<file path="config.mk">
export PLATFORM = sky130hd
export DESIGN_NAME = json_string_escaper
export DESIGN_NICKNAME = d
export VERILOG_FILES = /design/src/rtl/core/jse_pkg.sv /design/src/rtl/core/json_string_escaper.sv /design/src/rtl/core/jse_front.sv /design/src/rtl/core/jse_fifo.sv /design/src/rtl/core/jse_back.sv
export VERILOG_INCLUDE_DIRS = /design/src /design/src/rtl/core
export SDC_FILE = /design/constraint.sdc
export NUM_CORES = 1
export LEC_CHECK = 0
export BUFFER_PORTS_ARGS = -buffer_cell sky130_fd_sc_hd__buf_2
export CAP_MARGIN = 10
export CORE_AREA = 2 2 115 117
export CTS_CLUSTER_SIZE = 25
export DETAILED_ROUTE_END_ITERATION = 16
export DIE_AREA = 0 0 117 119
export HOLD_SLACK_MARGIN = 0.08
export PLACE_DENSITY = 0.75
export SYNTH_ARGS = -nofsm -noshare
export SYNTH_HDL_FRONTEND = slang
export SYNTH_HIERARCHICAL = 1
export SYNTH_SLANG_ARGS = --single-unit
export TNS_END_PERCENT = 20
</file>
<file path="constraint.sdc">
create_clock -name clk -period 10.85 [get_ports clk]
set_clock_uncertainty 0.05 [all_clocks]
set_input_delay 2.17 -clock clk [delete_from_list [all_inputs] [get_ports clk]]
set_output_delay 2.17 -clock clk [all_outputs]
set_load 0.05 [all_outputs]
</file>
<file path="src/rtl/core/json_string_escaper_assert.svh">
// Assertion macros shared by the escaper RTL.
// Each macro checks a property on the rising clock edge, outside reset.
`ifndef JSON_STRING_ESCAPER_ASSERT_SVH
`define JSON_STRING_ESCAPER_ASSERT_SVH

`ifndef NO_ASSERTIONS

// Same-cycle implication.
`define JSE_ASSERT_NOW(label, clk, rst, ante, cons, msg) \
  label: assert property (@(posedge clk) disable iff (rst) (ante) |-> (cons)) else $error(msg);

// Next-cycle implication.
`define JSE_ASSERT_NEXT(label, clk, rst, ante, cons, msg) \
  label: assert property (@(posedge clk) disable iff (rst) (ante) |=> (cons)) else $error(msg);

`else

`define JSE_ASSERT_NOW(label, clk, rst, ante, cons, msg)
`define JSE_ASSERT_NEXT(label, clk, rst, ante, cons, msg)

`endif

`endif

</file>
<file path="src/rtl/core/jse_pkg.sv">
`timescale 1ns / 1ps

package jse_pkg;

  localparam int unsigned QUEUE_DEPTH_DEF = 4;
  localparam logic [15:0] BUF_SIZE_RST    = 16'd256;

  // Register indexes on the configuration port (word address bit 2).
  localparam logic REG_IDX_BUFFER_SIZE = 1'b0;

  localparam logic [7:0] CH_BSLASH = 8'h5C;
  localparam logic [7:0] CH_QUOTE  = 8'h22;
  localparam logic [7:0] CH_U      = 8'h75;
  localparam logic [7:0] CH_ZERO   = 8'h30;
  localparam logic [7:0] CTRL_TOP  = 8'h20;

  typedef enum logic [1:0] {
    JOB_PLAIN,
    JOB_SHORT,
    JOB_UNI,
    JOB_END
  } job_kind_t;

  typedef struct packed {
    job_kind_t  kind;
    logic [7:0] data;
  } job_t;

  // Letter that follows the backslash, zero when the byte has no short escape.
  function automatic logic [7:0] short_letter(input logic [7:0] b);
    logic [7:0] r;
    case (b)
      8'h22:   r = CH_QUOTE;
      8'h5C:   r = CH_BSLASH;
      8'h08:   r = 8'h62;
      8'h0A:   r = 8'h6E;
      8'h0D:   r = 8'h72;
      8'h09:   r = 8'h74;
      default: r = 8'h00;
    endcase
    return r;
  endfunction

  function automatic logic [7:0] hex_digit(input logic [3:0] v);
    logic [7:0] r;
    if (v < 4'd10) begin
      r = CH_ZERO + {4'b0000, v};
    end else begin
      r = 8'h57 + {4'b0000, v};
    end
    return r;
  endfunction

  function automatic logic [2:0] job_len(input job_kind_t k);
    logic [2:0] r;
    case (k)
      JOB_SHORT: r = 3'd2;
      JOB_UNI:   r = 3'd6;
      default:   r = 3'd1;
    endcase
    return r;
  endfunction

endpackage

</file>
<file path="src/rtl/core/json_string_escaper.sv">
// JSON string escaper. Feed string bytes one per transfer on byte_value;
// escaped bytes come out one per transfer on out_byte, with last_of_run
// marking the final byte produced by each input byte. A zero input byte
// ends the string: it always yields a single zero byte with last_of_run
// set and restores the budget to buffer_size - 1 (zero when buffer_size
// is zero). Quote, backslash, backspace, newline, carriage return and tab
// become a two-byte escape, other control bytes the six-byte \u00xx form,
// everything else passes through. A byte whose escape does not fit the
// remaining budget yields nothing and silences the rest of the string.
// Rate: the back end emits one byte per cycle, unless out_ready stalls
// it, from the head of a QUEUE_DEPTH-entry job queue; the front end keeps
// taking input at one byte per cycle until that queue fills. An item's
// first output byte passes through the job queue and then the back end's
// output register before it is presented. buffer_size sits at byte
// address 0 of the APB port; write it only while the block is idle.
`timescale 1ns / 1ps

`include "json_string_escaper_assert.svh"

module json_string_escaper #(
  parameter int unsigned QUEUE_DEPTH = jse_pkg::QUEUE_DEPTH_DEF
) (
  input  logic        clk,
  input  logic        rst,
  // configuration port
  input  logic        psel,
  input  logic        penable,
  input  logic        pwrite,
  input  logic [2:0]  paddr,
  input  logic [31:0] pwdata,
  output logic [31:0] prdata,
  output logic        pready,
  // input string bytes
  input  logic [7:0]  byte_value,
  input  logic        in_valid,
  output logic        in_ready,
  // escaped output bytes
  output logic [7:0]  out_byte,
  output logic        last_of_run,
  output logic        out_valid,
  input  logic        out_ready
);
  import jse_pkg::*;

  logic [15:0] buffer_size;
  logic        cfg_write;
  logic        queue_full;
  logic        queue_empty;
  logic        job_push;
  logic        job_pop;
  job_t        job_in;
  job_t        job_head;

  // Register file: a single word, buffer_size, in the low half.
  assign pready    = 1'b1;
  assign cfg_write = psel && penable && pwrite && pready;

  always_ff @(posedge clk) begin
    if (rst) begin
      buffer_size <= BUF_SIZE_RST;
    end else if (cfg_write && (paddr[2] == REG_IDX_BUFFER_SIZE)) begin
      buffer_size <= pwdata[15:0];
    end
  end

  // Read back; unmapped addresses read as zero.
  always_comb begin
    if (paddr[2] == REG_IDX_BUFFER_SIZE) begin
      prdata = {16'd0, buffer_size};
    end else begin
      prdata = '0;
    end
  end

  // Front end: classify each byte, charge the budget, drop silenced bytes.
  jse_front u_front (
    .clk         (clk),
    .rst         (rst),
    .byte_value  (byte_value),
    .in_valid    (in_valid),
    .in_ready    (in_ready),
    .buffer_size (buffer_size),
    .queue_full  (queue_full),
    .job_push    (job_push),
    .job         (job_in)
  );

  // Queue between the sides so that a long escape does not hold the input.
  jse_fifo #(
    .DEPTH (QUEUE_DEPTH)
  ) u_fifo (
    .clk   (clk),
    .rst   (rst),
    .push  (job_push),
    .din   (job_in),
    .full  (queue_full),
    .pop   (job_pop),
    .dout  (job_head),
    .empty (queue_empty)
  );

  // Back end: expand each job into its escape bytes, one per cycle unless out_ready stalls it.
  jse_back u_back (
    .clk         (clk),
    .rst         (rst),
    .head        (job_head),
    .empty       (queue_empty),
    .pop         (job_pop),
    .out_byte    (out_byte),
    .last_of_run (last_of_run),
    .out_valid   (out_valid),
    .out_ready   (out_ready)
  );

  // A zero byte leaves only as a string terminator, which is always last.
  `JSE_ASSERT_NOW(a_zero_is_last, clk, rst, out_valid && (out_byte == 8'h00), last_of_run, "zero byte not marked last")

endmodule

</file>
<file path="src/rtl/core/jse_front.sv">
`timescale 1ns / 1ps

module jse_front (
  input  logic          clk,
  input  logic          rst,
  input  logic [7:0]    byte_value,
  input  logic          in_valid,
  output logic          in_ready,
  input  logic [15:0]   buffer_size,
  input  logic          queue_full,
  output logic          job_push,
  output jse_pkg::job_t job
);
  import jse_pkg::*;

  logic [15:0] remaining_room;
  logic [15:0] remaining_room_next;
  logic        output_stopped;
  logic        output_stopped_next;
  logic        accept;
  logic        is_end;
  logic [7:0]  letter;
  logic [2:0]  len;
  logic        fits;
  logic [15:0] fresh;

  assign in_ready = !queue_full;
  assign accept   = in_valid && in_ready;
  assign is_end   = (byte_value == 8'h00);
  assign letter   = short_letter(byte_value);
  assign fresh    = (buffer_size == 16'd0) ? 16'd0 : buffer_size - 16'd1;

  always_comb begin
    if (is_end) begin
      job.kind = JOB_END;
      job.data = byte_value;
    end else if (letter != 8'h00) begin
      job.kind = JOB_SHORT;
      job.data = letter;
    end else if (byte_value < CTRL_TOP) begin
      job.kind = JOB_UNI;
      job.data = byte_value;
    end else begin
      job.kind = JOB_PLAIN;
      job.data = byte_value;
    end
  end

  assign len      = job_len(job.kind);
  assign fits     = remaining_room >= {13'd0, len};
  assign job_push = accept && (is_end || (!output_stopped && fits));

  always_comb begin
    remaining_room_next = remaining_room;
    output_stopped_next = output_stopped;
    if (accept) begin
      if (is_end) begin
        remaining_room_next = fresh;
        output_stopped_next = 1'b0;
      end else if (!output_stopped) begin
        if (fits) begin
          remaining_room_next = remaining_room - {13'd0, len};
        end else begin
          output_stopped_next = 1'b1;
        end
      end
    end
  end

  always_ff @(posedge clk) begin
    if (rst) begin
      remaining_room <= BUF_SIZE_RST - 16'd1;
      output_stopped <= 1'b0;
    end else begin
      remaining_room <= remaining_room_next;
      output_stopped <= output_stopped_next;
    end
  end

endmodule

</file>
<file path="src/rtl/core/jse_fifo.sv">
`timescale 1ns / 1ps

`include "json_string_escaper_assert.svh"

// Job queue; DEPTH must be a power of two, at least two.
module jse_fifo #(
  parameter int unsigned DEPTH = jse_pkg::QUEUE_DEPTH_DEF
) (
  input  logic          clk,
  input  logic          rst,
  input  logic          push,
  input  jse_pkg::job_t din,
  output logic          full,
  input  logic          pop,
  output jse_pkg::job_t dout,
  output logic          empty
);
  import jse_pkg::*;

  localparam int unsigned AW = $clog2(DEPTH);
  localparam int unsigned CW = $clog2(DEPTH + 1);

  job_t          mem [DEPTH];
  logic [AW-1:0] wr_ptr;
  logic [AW-1:0] rd_ptr;
  logic [CW-1:0] count;
  logic          do_push;
  logic          do_pop;

  assign full    = (count == CW'(DEPTH));
  assign empty   = (count == '0);
  assign do_push = push && !full;
  assign do_pop  = pop && !empty;
  assign dout    = mem[rd_ptr];

  always_ff @(posedge clk) begin
    if (do_push) begin
      mem[wr_ptr] <= din;
    end
  end

  always_ff @(posedge clk) begin
    if (rst) begin
      wr_ptr <= '0;
      rd_ptr <= '0;
      count  <= '0;
    end else begin
      if (do_push) begin
        wr_ptr <= wr_ptr + AW'(1);
      end
      if (do_pop) begin
        rd_ptr <= rd_ptr + AW'(1);
      end
      if (do_push && !do_pop) begin
        count <= count + CW'(1);
      end else if (do_pop && !do_push) begin
        count <= count - CW'(1);
      end
    end
  end

  `JSE_ASSERT_NOW(a_count_bound, clk, rst, 1'b1, count <= CW'(DEPTH), "queue count overflow")
  `JSE_ASSERT_NEXT(a_count_grow, clk, rst, do_push && !do_pop, count == $past(count) + CW'(1), "queue count did not grow")

endmodule

</file>
<file path="src/rtl/core/jse_back.sv">
`timescale 1ns / 1ps

module jse_back (
  input  logic          clk,
  input  logic          rst,
  input  jse_pkg::job_t head,
  input  logic          empty,
  output logic          pop,
  output logic [7:0]    out_byte,
  output logic          last_of_run,
  output logic          out_valid,
  input  logic          out_ready
);
  import jse_pkg::*;

  logic [2:0] idx;
  logic [2:0] len;
  logic       load;
  logic       is_last;
  logic [7:0] cur;

  assign len     = job_len(head.kind);
  assign load    = !empty && (!out_valid || out_ready);
  assign is_last = (idx == len - 3'd1);
  assign pop     = load && is_last;

  always_comb begin
    case (head.kind)
      JOB_SHORT: begin
        cur = (idx == 3'd0) ? CH_BSLASH : head.data;
      end
      JOB_UNI: begin
        case (idx)
          3'd0:    cur = CH_BSLASH;
          3'd1:    cur = CH_U;
          3'd4:    cur = hex_digit(head.data[7:4]);
          3'd5:    cur = hex_digit(head.data[3:0]);
          default: cur = CH_ZERO;
        endcase
      end
      default: begin
        cur = head.data;
      end
    endcase
  end

  always_ff @(posedge clk) begin
    if (load) begin
      out_byte    <= cur;
      last_of_run <= is_last;
    end
  end

  always_ff @(posedge clk) begin
    if (rst) begin
      out_valid <= 1'b0;
      idx       <= 3'd0;
    end else begin
      if (load) begin
        out_valid <= 1'b1;
        idx       <= is_last ? 3'd0 : idx + 3'd1;
      end else if (out_ready) begin
        out_valid <= 1'b0;
      end
    end
  end

endmodule

</file>
Word level (Yosys, flattened, before mapping)
Memory sizes are Yosys's and may differ from the RTL's. A register that Yosys moved wholly into a read port is not among the register bits.
Cells that the tools add are included.
W data, S select, Z words.
{"block": "word_totals", "memories": 1, "input_bits": 50, "ram_bits": 40, "regBits": 53}
{"memory": "u_fifo.mem", "depth": 4, "word_bits": 10, "rd": 1, "rd_clocked_by_memory_dff": 1, "wr": 1, "line": "jse_fifo.sv:23", "text": "job_t mem [DEPTH];"}
{"block": "classes", "muxes": 28, "n_addsub": 12, "eq_ne": 16, "reduce_logical": 29, "n_lt_le_gt_ge": 4, "bitwise_logic": 1}
{"op": "$mux W16", "n": 5}
{"op": "$pmux W7 S6", "n": 1}
{"op": "$eq A8 B4 Y1 const B", "n": 4}
{"op": "$pmux W8 S4", "n": 1}
{"op": "$mux W10", "n": 3}
{"op": "$mux W8", "n": 3}
{"op": "$add A7 B4 Y8 const A", "n": 2}
{"op": "$ge A16 B3 Y1", "n": 1}
{"op": "$logic_not A16 Y1", "n": 1}
{"op": "$pmux W8 S2", "n": 1}
{"op": "$sub A16 B1 Y16 const B", "n": 1}
{"op": "$sub A16 B3 Y16", "n": 1}
{"op": "$add A6 B4 Y7 const A", "n": 2}
{"op": "$logic_and A1 B1 Y1", "n": 12}
{"op": "$pmux W3 S2", "n": 2}
{"op": "$eq A3 B3 Y1 const B", "n": 3}
{"op": "$mux W3", "n": 3}
{"op": "$eq A8 B6 Y1 const B", "n": 1}
{"op": "$eq A8 B7 Y1 const B", "n": 1}
{"op": "$logic_not A8 Y1", "n": 1}
{"op": "$lt A4 B4 Y1 const B", "n": 2}
{"op": "$lt A8 B6 Y1 const B", "n": 1}
{"op": "$reduce_bool A8 Y1", "n": 1}
{"op": "$mux W1", "n": 7}
{"op": "other kinds (15)", "n": 30}

Logic depth before layout (Yosys ltp)
Gate-level depths: netlist (run 1).
{"block": "logic_depth", "depth_word": 16, "ltp_mapped": 24, "depth_no_buf": 23}

Hierarchy
The synthesis (run 1) kept the hierarchy.
{"module": "jse_fifo", "cells_each": 100, "seq_area_each_um2": 1381.3, "area_per_inst_um2": 1909.3, "n_inst": 1}
{"module": "jse_front", "cells_each": 223, "seq_area_each_um2": 340.3, "area_per_inst_um2": 1654.1, "n_inst": 1}
{"module": "jse_back", "cells_each": 109, "seq_area_each_um2": 350.3, "area_per_inst_um2": 1001.0, "n_inst": 1}
{"module": "json_string_escaper", "cells_each": 106, "seq_area_each_um2": 320.3, "area_per_inst_um2": 982.2, "n_inst": 1}

Worst setup path after synthesis (run 1)
OpenSTA, ideal clock, no wires.
{"block": "synth_timing", "path_type": "input to register", "start": "input port byte_value[5]", "end": "register u_fifo.count[2]", "slack_ns": 4.356, "required_time_ns": 10.730, "t_arrival_ns": 6.374, "path_stages": 23, "cell_sequence": "or4_4 nor2b_2 buf_4 clkbuf_1 nor2_1 ha_1 ha_1 inv_1 fa_1 a21oi_1 nand2_2 nor2_2 a221o_4 clkinv_4 buf_6 inv_1 nor2_2 ha_1 inv_1 fa_1 xor2_1 or3_1 a21oi_1"}
{"block": "synth_between", "elab_chain_len": 15, "word_cells_on_any_way": 26, "cone_classes": "order compare (2); eq/ne (8); mux (6); reduce/logical (10)"}
{"item": "start, declared", "line": "json_string_escaper.sv:34", "text": "input logic [7:0] byte_value,"}
{"item": "$eq A8 B4 Y1, or another cell as far along", "line": "jse_pkg.sv:32", "text": "case (b)"}
{"item": "$pmux W7 S6", "line": "jse_pkg.sv:32"}
{"item": "$reduce_bool A8 Y1", "line": "jse_front.sv:37", "text": "end else if (letter != 8'h00) begin"}
{"item": "$mux W10", "line": "jse_front.sv:37"}
{"item": "$mux W10", "line": "jse_front.sv:34", "text": "if (is_end) begin"}
{"item": "$eq A2 B2 Y1 or $eq A2 B1 Y1 (tied branches)", "line": "jse_pkg.sv:56", "text": "case (k)"}
{"item": "$pmux W3 S2", "line": "jse_pkg.sv:56"}
{"item": "$ge A16 B3 Y1", "line": "jse_front.sv:50", "text": "assign fits = remaining_room >= {13'd0, len};"}
{"item": "$logic_and A1 B1 Y1", "line": "jse_front.sv:51", "text": "assign job_push = accept && (is_end || (!output_stopped && fits));"}
{"item": "$logic_or A1 B1 Y1 (*)", "line": "jse_front.sv:51"}
{"item": "$logic_and A1 B1 Y1 (*)", "line": "jse_front.sv:51"}
{"item": "named net job_push", "line": "json_string_escaper.sv:49", "text": "logic job_push;"}
{"item": "$logic_and A1 B1 Y1 (*)", "line": "jse_fifo.sv:32", "text": "assign do_push = push && !full;"}
{"item": "named net u_fifo.do_push", "line": "jse_fifo.sv:27", "text": "logic do_push;"}
{"item": "$logic_not A1 Y1", "line": "jse_fifo.sv:56", "text": "end else if (do_pop && !do_push) begin"}
{"item": "$logic_and A1 B1 Y1", "line": "jse_fifo.sv:56"}
{"item": "$reduce_bool A2 Y1 (no source line)"}
{"item": "end signal, assigned", "line": "jse_fifo.sv:55", "text": "count <= count + CW'(1);"}
{"item": "end signal, assigned", "line": "jse_fifo.sv:57", "text": "count <= count - CW'(1);"}
{"item": "end, declared", "line": "jse_fifo.sv:26", "text": "logic [CW-1:0] count;"}
The timed path passes the listed nets; every way through them passes the cells marked *.
A chain may end at the register's enable or synchronous reset.

==> key figures, run 1 <==
Placement
  • PortBufs: 58
  • Post-placement cell count: 751
  • DPL Wire Length: 7860 um
  • Final Wtd Congestion: between 0.9 and 1

Timing
  • Hold Vio Cnt, Final: 0
  • Fin crit period: slightly below 7 ns
  • Slew HR: 38.0%
  • Final setup TNS: 0 ns
  • Period utilisation layout: approximately 64%
  • Worst hold margin: around 0.42 ns
  • RSZ-0062 raised after global routing: false
  • Fmax: approximately 140 MHz
  • Setup Viol. Count Final: 0
  • Worst-margin pin slew: 0.930 ns
  • Pins Over Slew Limit: 0

Floorplan
  • IO Count: 94
  • Die width: 117 um
  • Die height: 119 um
  • Core Box Area: approximately 0.013 mm2
  • Die area: 0.0139 mm2
  • Rows: 42
  • Initial Utilization: 43.1%

Power
  • Clock power frac: 25.2%
  • Int Pwr: 0.838 mW
  • Seq pwr share: 36.9%
  • P_leak: 2.32 nW
  • Pwr dens: 215 mW/mm2
  • Logic pwr share: about 38%
  • Total net switching power: 0.492 mW
  • Sw frac: a little under two fifths
  • Total power: 1.33 mW
  • Worst VDD drop: around 0.000067 V

Logic synthesis
  • Synth Area in Adders: between 4 and 5%
  • Cell area after synthesis: 0.00555 mm2
  • Synthesis warning total: 6
  • Share of synthesized area spent on multiplexers: 7.67%
  • Post-synthesis simple-gate area fraction: 21.4%
  • Post-Synthesis Cells: roughly 540
  • Seq cells post-synth: 95
  • Main flop type after synthesis: edfxtp_1
  • Avg Inst Size Synth: 10.3 um2
  • Seq/Total Area, Yosys: 43.1%
  • Compound-Gate Fraction of Synth Area: a little over an eighth
  • Synth Area in XOR/XNOR: 3.16%
  • Largest family of logic cells by synthesized area: simple AND/OR/NAND/NOR gates
  • Post-synth EDFFs: 49
  • Library cells used by synthesis: 77
  • Async set-reset flop share out of synthesis: 0%

Clock network
  • H-tree depth: 3
  • Sinks on Clock Net: between 90 and 100
  • Clock Tree Buf Depth: 2
  • CTS root buffer: clkbuf_16
  • Hold Buf Count CTS: 0
  • CTS tree: yes
  • Clk Latency, worst-skew pair: 0.34 ns
  • Num CTS Buffers: 9
  • Post-cts resize count: 0
  • Post CTS Setup Buffer Count: 0
  • Clock-pin slew on the worst setup and hold paths: 0.06 ns

Detailed routing
  • Routed via count: 4053
  • Vias per cell: 5.28
  • DRC: 0
  • Final WL: between 10000 and 15000 um
  • WL/cell: 14.2 um
  • Drt first-iter violations: 274
  • Drt pass-1 iters: 5
  • Detail Route Antenna Nets: 0

Critical path
  • Crit Path Max Fanout: 13
  • WP data required: 11.06 ns
  • Worst Setup EP: u_fifo/count[2]
  • R2R depth: 12
  • CP startpoint kind: input port
  • Critical Path Start: byte_value[7]
  • Flop2flop setup slack: 7.01 ns
  • Arrival @ worst endpoint: 7.17 ns
  • Worst r2r dst: u_fifo/count[2]
  • Crit path capture type: flop
  • Setup Crit Path Kind: input port to flop

Cells and area
  • N_diodes: 0
  • Commonest cells after routing, fill and taps aside: 58 x buf_2, 49 x edfxtp_1, 46 x dfxtp_1
  • Post-Layout Cell Count: 767
  • Most common cell after layout, fill and taps aside: buf_2
  • FILL cells: roughly 1200
  • Post-layout util: 48.0%
  • Area grow syn2layout: 11.5%
  • Layout cells sized above 1: 20.0%
  • Nets: 655

Global route
  • Largest net degree at the start of global routing: 60
  • Vias in the first global route: 3977
  • Total grt overflow: 0
  • Antenna violations before repair: 0
  • Gr usage total: 16.5%
  • Global-route wire length before repair: 18200 um

Min path
  • Worst Hold Class: flop to flop

Outcome
  • Status: completed

Flow run
  • Max Cap Viol: 0
==> state kept, by name (all words and copies together) (netlist names), named ones only <==
| register | count |
|---|---|
| buffer_size | 16 |
| u_back/idx | 3 |
| u_back/last_of_run | 1 |
| u_back/out_byte | 8 |
| u_back/out_valid | 1 |
| u_fifo/count | 3 |
| u_fifo/mem | 40 |
| u_fifo/rd_ptr | 2 |
| u_fifo/wr_ptr | 2 |
| u_front/output_stopped | 1 |
| u_front/remaining_room | 16 |
==> how the worst min path moves through the flow <==
stage	start	end	slack, ns	cells past startpoint
after global routing	u_front/remaining_room[10]	u_front/remaining_room[10]	0.45	2
after global placement	u_front/remaining_room[10]	u_front/remaining_room[10]	0.41	2
final	u_front/remaining_room[10]	u_front/remaining_room[10]	0.42	2
after floorplan	u_front/remaining_room[10]	u_front/remaining_room[10]	0.40	2
after CTS	u_front/remaining_room[10]	u_front/remaining_room[10]	0.43	2
after detailed placement	u_front/remaining_room[10]	u_front/remaining_room[10]	0.42	2
==> cells in the mapped netlist, types with 12 or more instances <==
library cell  instances  share of area (%)
nor3_1               13                1.2
mux2i_1              20                3.6
nor2_1               38                2.6
edfxtp_1             49                 27
nor2b_1              15                1.7
ha_1                 17                3.8
o21ai_1              12                1.1
o21ai_0              12                1.1
nand2_1              27                1.8
nand2b_1             39                4.4
inv_1                28                1.9
buf_4                19                2.6
dfxtp_1              46                 17
a21oi_1              20                1.8
==> final cells by class <==
class	count	area (um2)	area share [%]
clock buffers	12	246	3.99
clock inverters	4	70.1	1.13
inverters	33	129	2.08
multi-input cells	388	2830	45.7
flip-flops and latches	95	2390	38.7
well taps	176	220	3.56
repair buffers	59	298	4.82
==> power groups by stage <==
stage	Combinational, mW	Sequential, mW	Clock, mW
global placement	0.488	0.496	0
finish	0.505	0.490	0.335
floorplan	0.356	0.551	0
global route	0.553	0.501	0.357
detailed placement	0.505	0.500	0
CTS	0.507	0.492	0.343
==> cell families (layout without fill, tap and decap cells) <==
| logic type | count (synthesis) | in the layout |
|---|---|---|
| other | 2 | 17 |
| flip-flops | 95 | 95 |
| AND/OR/NAND/NOR | 202 | 202 |
| AO/OA/AOI/OAI | 100 | 100 |
| buffers and inverters | 70 | 108 |
| multiplexers | 30 | 30 |
| adder cells (fa/ha/maj) | 19 | 19 |
| XOR/XNOR | 20 | 20 |
==> layer usage <==
metal	track usage [%]	wire, um
met1	19.7	4710
met5	0	0
met2	28.4	5570
met4	6.25	224
met3	3.77	404
==> critical path: stages <==
cell and delay (ns):
buf_2 0.15, nor3_1 0.08, nand3b_1 0.16, a21oi_1 0.08, nand2_1 0.12, o211ai_1 0.18, nor4_1 0.72, ha_1 0.43
ha_1 0.20, inv_1 0.10, fa_1 0.23, a21oi_1 0.13, nand2_2 0.19, nor2_2 0.07, a221o_4 0.45, clkinv_4 0.13
inv_1 0.08, nor2_2 0.22, ha_1 0.23, inv_1 0.07, fa_1 0.37, xor2_1 0.16, or3_1 0.31, a21oi_1 0.14
==> metrics by stage <==
step                      cell area (um2)  setup WS [ns]
final                                6180           3.89
after global routing                 6180           3.61
after CTS                            6180           3.95
after detailed placement             5870           3.58
after global placement               5870           3.85
after floorplan                      5600           4.36
(Power assumes the default switching activity.)
==> inputs of run 2 (changes only) <==
==> constraint.sdc (replaced) <==
create_clock -name clk -period 6.85 [get_ports clk]
set_clock_uncertainty 0.05 [all_clocks]
set_input_delay 1.37 -clock clk [delete_from_list [all_inputs] [get_ports clk]]
set_output_delay 1.37 -clock clk [all_outputs]
set_load 0.05 [all_outputs]
==> run 2 against run 1 <==
Clock power increased by 51%. Non-clock buffer count rose by 2. Via count is 0.59% higher. Routed wire length increased by 0.63%. Cell count up 0.26%. Sequential cell count unchanged. Core utilization about the same. First-iteration DRC count rose by 28%. Worst setup slack worse by 2.9 ns. Critical path depth rose by 1. Sequential share of layout area hardly changed. Critical endpoint unchanged. Largest cell class unchanged.
==> key figures, run 2 (same netlist as run 1, synthesis figures left out) <==
Outcome
  • Status: completed (unchanged)

Cells and area
  • Layout cells sized above 1: 20.2% (was 20.0%)
  • Largest register by flop count: u_fifo/mem (unchanged)
  • Cell area after layout: 0.00618 mm2 (about the same)
  • Most common cell after layout, fill and taps aside: buf_2 (unchanged)
  • Largest regs: u_fifo/mem: 40 flops, buffer_size: 16 flops, u_front/remaining_room: 16 flops (unchanged)
  • Post-Layout Cell Count: 769 (was 767)
  • N_diodes: 0 (unchanged)
  • Commonest cells after routing, fill and taps aside: 58 x buf_2, 49 x edfxtp_1, 46 x dfxtp_1 (unchanged)
  • Area grow syn2layout: 11.4% (was 11.5%)
  • Max FFs per register: 40 (unchanged)
  • Nets: 657 (was 655)

Timing
  • Fmax: 172 MHz
  • Pins Over Slew Limit: 0 (unchanged)
  • Setup Viol. Count Final: 0 (unchanged)
  • Hold Vio Cnt, Final: 0 (unchanged)
  • Slew HR: 39.5% (was 38.0%)
  • Final setup TNS: 0 ns (unchanged)
  • RSZ-0062 raised after global routing: false (unchanged)
  • Fin crit period: 5.83 ns
  • Period utilisation layout: 85.0%
  • Worst-margin pin slew: 0.907 ns (was 0.930 ns)

Placement
  • DPL Wire Length: 7950 um (was 7860 um)
  • Final Wtd Congestion: 0.918 (was 0.909)
  • Placed cell areas: 0.00588 mm2 (was 0.00587 mm2)
  • Post-placement cell count: 753 (was 751)
  • PortBufs: 58 (unchanged)

Clock network
  • CTS tree: yes (unchanged)
  • Num CTS Buffers: 9 (unchanged)
  • Clock-pin slew on the worst setup and hold paths: 0.06 ns (about the same)
  • Post CTS Setup Buffer Count: 0 (unchanged)
  • Post-cts resize count: 0 (unchanged)
  • Clock Tree Buf Depth: 2 (unchanged)
  • Sinks on Clock Net: 95 (unchanged)
  • Hold Buf Count CTS: 0 (unchanged)
  • CTS root buffer: clkbuf_16 (unchanged)
  • Clk Latency, worst-skew pair: 0.35 ns (was 0.34 ns)
  • H-tree depth: 3 (unchanged)

Min path
  • Worst Hold Class: flop to flop (unchanged)

Flow run
  • Max Cap Viol: 0 (unchanged)

Floorplan
  • Die area: 0.0139 mm2 (unchanged)
  • Initial Utilization: 43.1% (unchanged)
  • IO Count: 94 (unchanged)
  • Rows: 42 (unchanged)
  • Die width: 117 um (unchanged)
  • Core Box Area: 0.0129 mm2 (unchanged)
  • Die height: 119 um (unchanged)

Global route
  • Gr usage total: 16.8% (was 16.5%)
  • Global-route wire length before repair: 18700 um (was 18200 um)
  • Vias in the first global route: 4024 (was 3977)
  • Largest net degree at the start of global routing: 60 (unchanged)
  • Total grt overflow: 0 (unchanged)
  • Antenna violations before repair: 0 (unchanged)

Detailed routing
  • Detail Route Antenna Nets: 0 (unchanged)
  • Routed via count: 4077 (was 4053)
  • Vias per cell: 5.30 (was 5.28)
  • WL/cell: 14.3 um (was 14.2 um)
  • DRC: 0 (unchanged)
  • Final WL: 11000 um (was 10900 um)
  • Drt first-iter violations: 350 (was 274)
  • Drt pass-1 iters: 4 (was 5)

Power
  • Seq pwr share: 37.3% (was 36.9%)
  • Logic pwr share: 38.3% (was 38.0%)
  • Int Pwr: 1.29 mW (was 0.838 mW)
  • Pwr dens: 337 mW/mm2 (was 215 mW/mm2)
  • Sw frac: 37.8% (was 37.0%)
  • P_leak: 2.33 nW (was 2.32 nW)
  • Total net switching power: 0.786 mW (was 0.492 mW)
  • Worst VDD drop: 0.000119 V (was 0.0000666 V)
  • Clock power frac: 24.4% (was 25.2%)

Critical path
  • Worst path slowest cell: a221o_4 (was nor4_1)
  • WP data required: 7.07 ns (was 11.06 ns)
  • Critical Path Stages: 25 (was 24)
  • Critical Path Start: byte_value[7] (unchanged)
  • Setup Crit Path Kind: input port to flop (unchanged)
  • Worst path top cell family by delay: simple AND/OR/NAND/NOR gates (unchanged)
  • Crit Path Max Fanout: 13 (unchanged)
  • CP startpoint kind: input port (unchanged)
  • Arrival @ worst endpoint: 6.04 ns (was 7.17 ns)
  • Critical path buffers and inverters: 6 (was 5)
  • Crit path capture type: flop (unchanged)
  • Flop2flop setup slack: 3.10 ns (was 7.01 ns)
  • Worst r2r dst: u_fifo/count[2] (unchanged)
  • R2R depth: 12 (unchanged)
  • Worst Setup EP: u_fifo/count[2] (unchanged)
  • Max incr delay on CP: 0.41 ns (was 0.72 ns)
[run 2: cell types whose count changed in the layout (fill, tap and decap cells not counted)]
| cell | previous run | this run |
|---|---|---|
| clkinv_2 | 2 | 1 |
| buf_4 | 1 | 3 |
| inv_6 | 0 | 2 |
| bufinv_16 | 2 | 1 |
[run 2: layer usage]
metal / global-route usage, % / vias to the layer above / wire, um
li1: - / 2014 / -
met2: 28.7 / 94 / 5600
met3: 3.72 / 14 / 454
met4: 6.10 / 0 / 169
met5: 0 / - / 0
met1: 20.5 / 1955 / 4750
[run 2: worst reg2reg max path, delay by kind of cell, from the launching register on]
family | cells | cell delay [ns]
flops | 1 | 0.75
compound gates | 2 | 0.22
xor+xnor | 2 | 0.31
fa+ha+maj | 3 | 1.12
buf+inv | 1 | 0.06
simple gates | 3 | 0.53
mux | 1 | 0.62
[run 2: layout make-up]
cell class / instances / area [um2]
Multi-Input combinational cell: 388 / 2830
Sequential cell: 95 / 2390
Fill cell: 1174 / 6690
Timing Repair Buffer: 61 / 313
Clock inverter: 4 / 52.6
Tap cell: 176 / 220
Clock buffer: 12 / 246
Inverter: 33 / 129
[run 2: how the worst min path moves through the flow]
stage	to	startpoint	depth (start not counted)	slack, ns
2_1_floorplan	u_front/remaining_room[10]	u_front/remaining_room[10]	2	0.40
3_3_place_gp	u_front/remaining_room[10]	u_front/remaining_room[10]	2	0.41
3_5_place_dp	u_front/remaining_room[15]	u_front/remaining_room[15]	2	0.42
4_1_cts	u_front/remaining_room[15]	u_front/remaining_room[15]	2	0.43
5_1_grt	u_front/remaining_room[10]	u_front/remaining_room[10]	2	0.46
6_report	u_front/remaining_room[10]	u_front/remaining_room[10]	2	0.42
[run 2: power by group through the flow]
stage,Sequential (mW),Combinational (mW),Clock [mW]
final,0.776,0.798,0.507
after global routing,0.793,0.885,0.543
after CTS,0.778,0.800,0.521
after detailed placement,0.791,0.795,0
after global placement,0.786,0.772,0
after floorplan,0.873,0.565,0
[run 2: through the flow]
stage / hold slack [ns] / utilization (%) / total power, mW / setup WS (ns)
2_1_floorplan: 0.397 / - / 1.44 / 1.16
3_3_place_gp: 0.410 / 45.7 / 1.56 / 0.891
3_5_place_dp: 0.418 / 45.7 / 1.59 / 0.717
4_1_cts: 0.428 / 48.0 / 2.10 / 1.07
5_1_grt: 0.457 / 48.0 / 2.22 / 0.635
6_report: 0.425 / 48.0 / 2.08 / 1.02
==> inputs of run 3 (changes only) <==
==> constraint.sdc (replaced) <==
create_clock -name clk -period 6.25 [get_ports clk]
set_clock_uncertainty 0.05 [all_clocks]
set_input_delay 1.25 -clock clk [delete_from_list [all_inputs] [get_ports clk]]
set_output_delay 1.25 -clock clk [all_outputs]
set_load 0.05 [all_outputs]
==> run 3 against run 2 <==
Global-route usage increased by 0.13 points. Sequential share of layout area decreased by 0.10 points. Sequential power increased by 9.7%. Routed wire length increased by 3.1%. Sequential cell count unchanged. Non-clock buffer count decreased by 1. Register-to-register slack got worse by 0.65 ns. Final area increased by 0.26%. Worst setup slack got worse by 0.68 ns. Combinational power increased by 11%. Critical path depth decreased by 1. Via count increased by 1.4%. Critical path type unchanged. Critical endpoint unchanged. Largest cell class unchanged. Highest routed layer unchanged.
==> key figures, run 3 (same netlist as run 1, synthesis figures left out) <==
Outcome
  • Status: completed (unchanged)

Timing
  • Fin crit period: 5.91 ns
  • Worst hold margin: 0.428 ns (was 0.425 ns)
  • Final setup TNS: 0 ns (unchanged)
  • Worst-margin pin slew: 0.912 ns (was 0.907 ns)
  • Fmax: 169 MHz
  • RSZ-0062 raised after global routing: false (unchanged)
  • Period utilisation layout: a little over nine tenths
  • Slew HR: 39.2% (was 39.5%)
  • Pins Over Slew Limit: 0 (unchanged)
  • Hold Vio Cnt, Final: 0 (unchanged)
  • Setup Viol. Count Final: 0 (unchanged)

Detailed routing
  • Detail Route Antenna Nets: 0 (unchanged)
  • Final WL: 11300 um (was 11000 um)
  • DRC: 0 (unchanged)
  • Vias per cell: 5.39 (was 5.30)
  • Drt pass-1 iters: 5 (was 4)
  • Routed via count: 4136 (was 4077)
  • Drt first-iter violations: 374 (was 350)
  • WL/cell: 14.7 um (was 14.3 um)

Global route
  • Largest net degree at the start of global routing: 60 (unchanged)
  • Vias in the first global route: 3954 (was 4024)
  • Antenna violations before repair: 0 (unchanged)
  • Global-route wire length before repair: 18800 um (was 18700 um)
  • Gr usage total: 16.9% (was 16.8%)
  • Total grt overflow: 0 (unchanged)

Floorplan
  • Rows: 42 (unchanged)
  • IO Count: 94 (unchanged)
  • Die height: 119 um (unchanged)
  • Die area: 0.0139 mm2 (unchanged)
  • Initial Utilization: 43.1% (unchanged)
  • Die width: 117 um (unchanged)
  • Core Box Area: 0.0129 mm2 (unchanged)

Power
  • Worst VDD drop: 0.000121 V (was 0.000119 V)
  • P_leak: 2.33 nW (about the same)
  • Pwr dens: 377 mW/mm2 (was 337 mW/mm2)

Clock network
  • Sinks on Clock Net: 95 (unchanged)
  • Clk Latency, worst-skew pair: 0.35 ns (about the same)
  • Post CTS Setup Buffer Count: 0 (unchanged)
  • H-tree depth: 3 (unchanged)
  • Clock-pin slew on the worst setup and hold paths: 0.07 ns (was 0.06 ns)
  • CTS tree: yes (unchanged)
  • Num CTS Buffers: 9 (unchanged)
  • Clock Tree Buf Depth: 2 (unchanged)
  • Hold Buf Count CTS: 0 (unchanged)
  • CTS root buffer: clkbuf_16 (unchanged)
  • Post-cts resize count: 0 (unchanged)

Min path
  • Worst Hold Class: flop to flop (unchanged)
  • Beginning of the worst hold path: u_front/remaining_room[10] (unchanged)

Cells and area
  • Most common cell after layout, fill and taps aside: buf_2 (unchanged)
  • N_diodes: 0 (unchanged)
  • Post-Layout Cell Count: 768 (was 769)
  • Nets: 656 (was 657)
  • Layout cells sized above 1: 20.4% (was 20.2%)
  • Largest regs: u_fifo/mem: 40 flops, buffer_size: 16 flops, u_front/remaining_room: 16 flops (unchanged)
  • Largest register by flop count: u_fifo/mem (unchanged)
  • Commonest cells after routing, fill and taps aside: 58 x buf_2, 49 x edfxtp_1, 46 x dfxtp_1 (unchanged)
  • Area grow syn2layout: 11.7% (was 11.4%)
  • Max FFs per register: 40 (unchanged)

Placement
  • PortBufs: 58 (unchanged)
  • Post-placement cell count: 752 (was 753)
  • DPL Wire Length: 8060 um (was 7950 um)
  • Final Wtd Congestion: 0.930 (was 0.918)

Critical path
  • Critical Path Start: byte_value[7] (unchanged)
  • Arrival @ worst endpoint: 6.13 ns (was 6.04 ns)
  • CP startpoint kind: input port (unchanged)
  • Crit path capture type: flop (unchanged)
  • Crit Path Max Fanout: 13 (unchanged)
  • Setup Crit Path Kind: input port to flop (unchanged)
  • WP data required: 6.47 ns (was 7.07 ns)

Flow run
  • Max Cap Viol: 0 (unchanged)
==> run 3: critical path, cell delays in order <==
cell and delay [ns]:
buf_2 0.15, nor3_1 0.08, nand3b_1 0.14, a21oi_1 0.08
nand2_1 0.12, o211ai_1 0.18, nor4_1 0.68, ha_1 0.42
ha_1 0.20, inv_1 0.09, fa_1 0.22, a21oi_1 0.13
nand2_2 0.17, nor2_2 0.06, a221o_4 0.41, clkinv_4 0.13
inv_1 0.08, nor2_2 0.23, ha_1 0.23, inv_1 0.06
fa_1 0.37, xor2_1 0.16, or3_1 0.30, a21oi_1 0.14
==> run 3: worst paths after layout <==
kind | endpoint | slack, ns | cells after the start
setup / recovery | u_fifo/count[2] | 0.34 | 24
hold reg to reg | u_front/remaining_room[10] | 0.43 | 2
hold / removal | u_front/remaining_room[10] | 0.43 | 2
setup reg to reg | u_fifo/count[2] | 2.45 | 12
==> run 3: power breakdown <==
| group | internal (mW) | total [mW] | switching (mW) |
|---|---|---|---|
| clock | 0.351 | 0.598 | 0.247 |
| sequential | 0.783 | 0.851 | 0.0678 |
| combinational | 0.312 | 0.885 | 0.573 |
==> run 3: metal layers <==
layer  vias up  share of wire (%)  global-route usage, %
li1       2007                  -                      -
met1      1948                 43                   20.5
met2       155                 50                   28.7
met3        26                4.6                   3.77
met4         0                2.2                   6.91
met5         -                  0                      0
==> run 3: cell type report <==
type,instances,area [um2]
clock buffer,9,225
clock inverter,7,97.6
fill,1174,6680
inverter,33,129
multi-input combinational,388,2830
sequential,95,2390
tap,176,220
timing repair buffer,60,305
==> run 3: through the flow <==
stage | power (mW) | util (%) | area (um2) | worst slack (ns)
2_1_floorplan | 1.58 | - | 5600 | 0.676
3_3_place_gp | 1.71 | 45.6 | 5870 | 0.268
3_5_place_dp | 1.74 | 45.6 | 5870 | 0.0520
4_1_cts | 2.34 | 48.1 | 6200 | 0.408
5_1_grt | 2.48 | 48.1 | 6200 | 0.0606
6_report | 2.33 | 48.1 | 6200 | 0.341
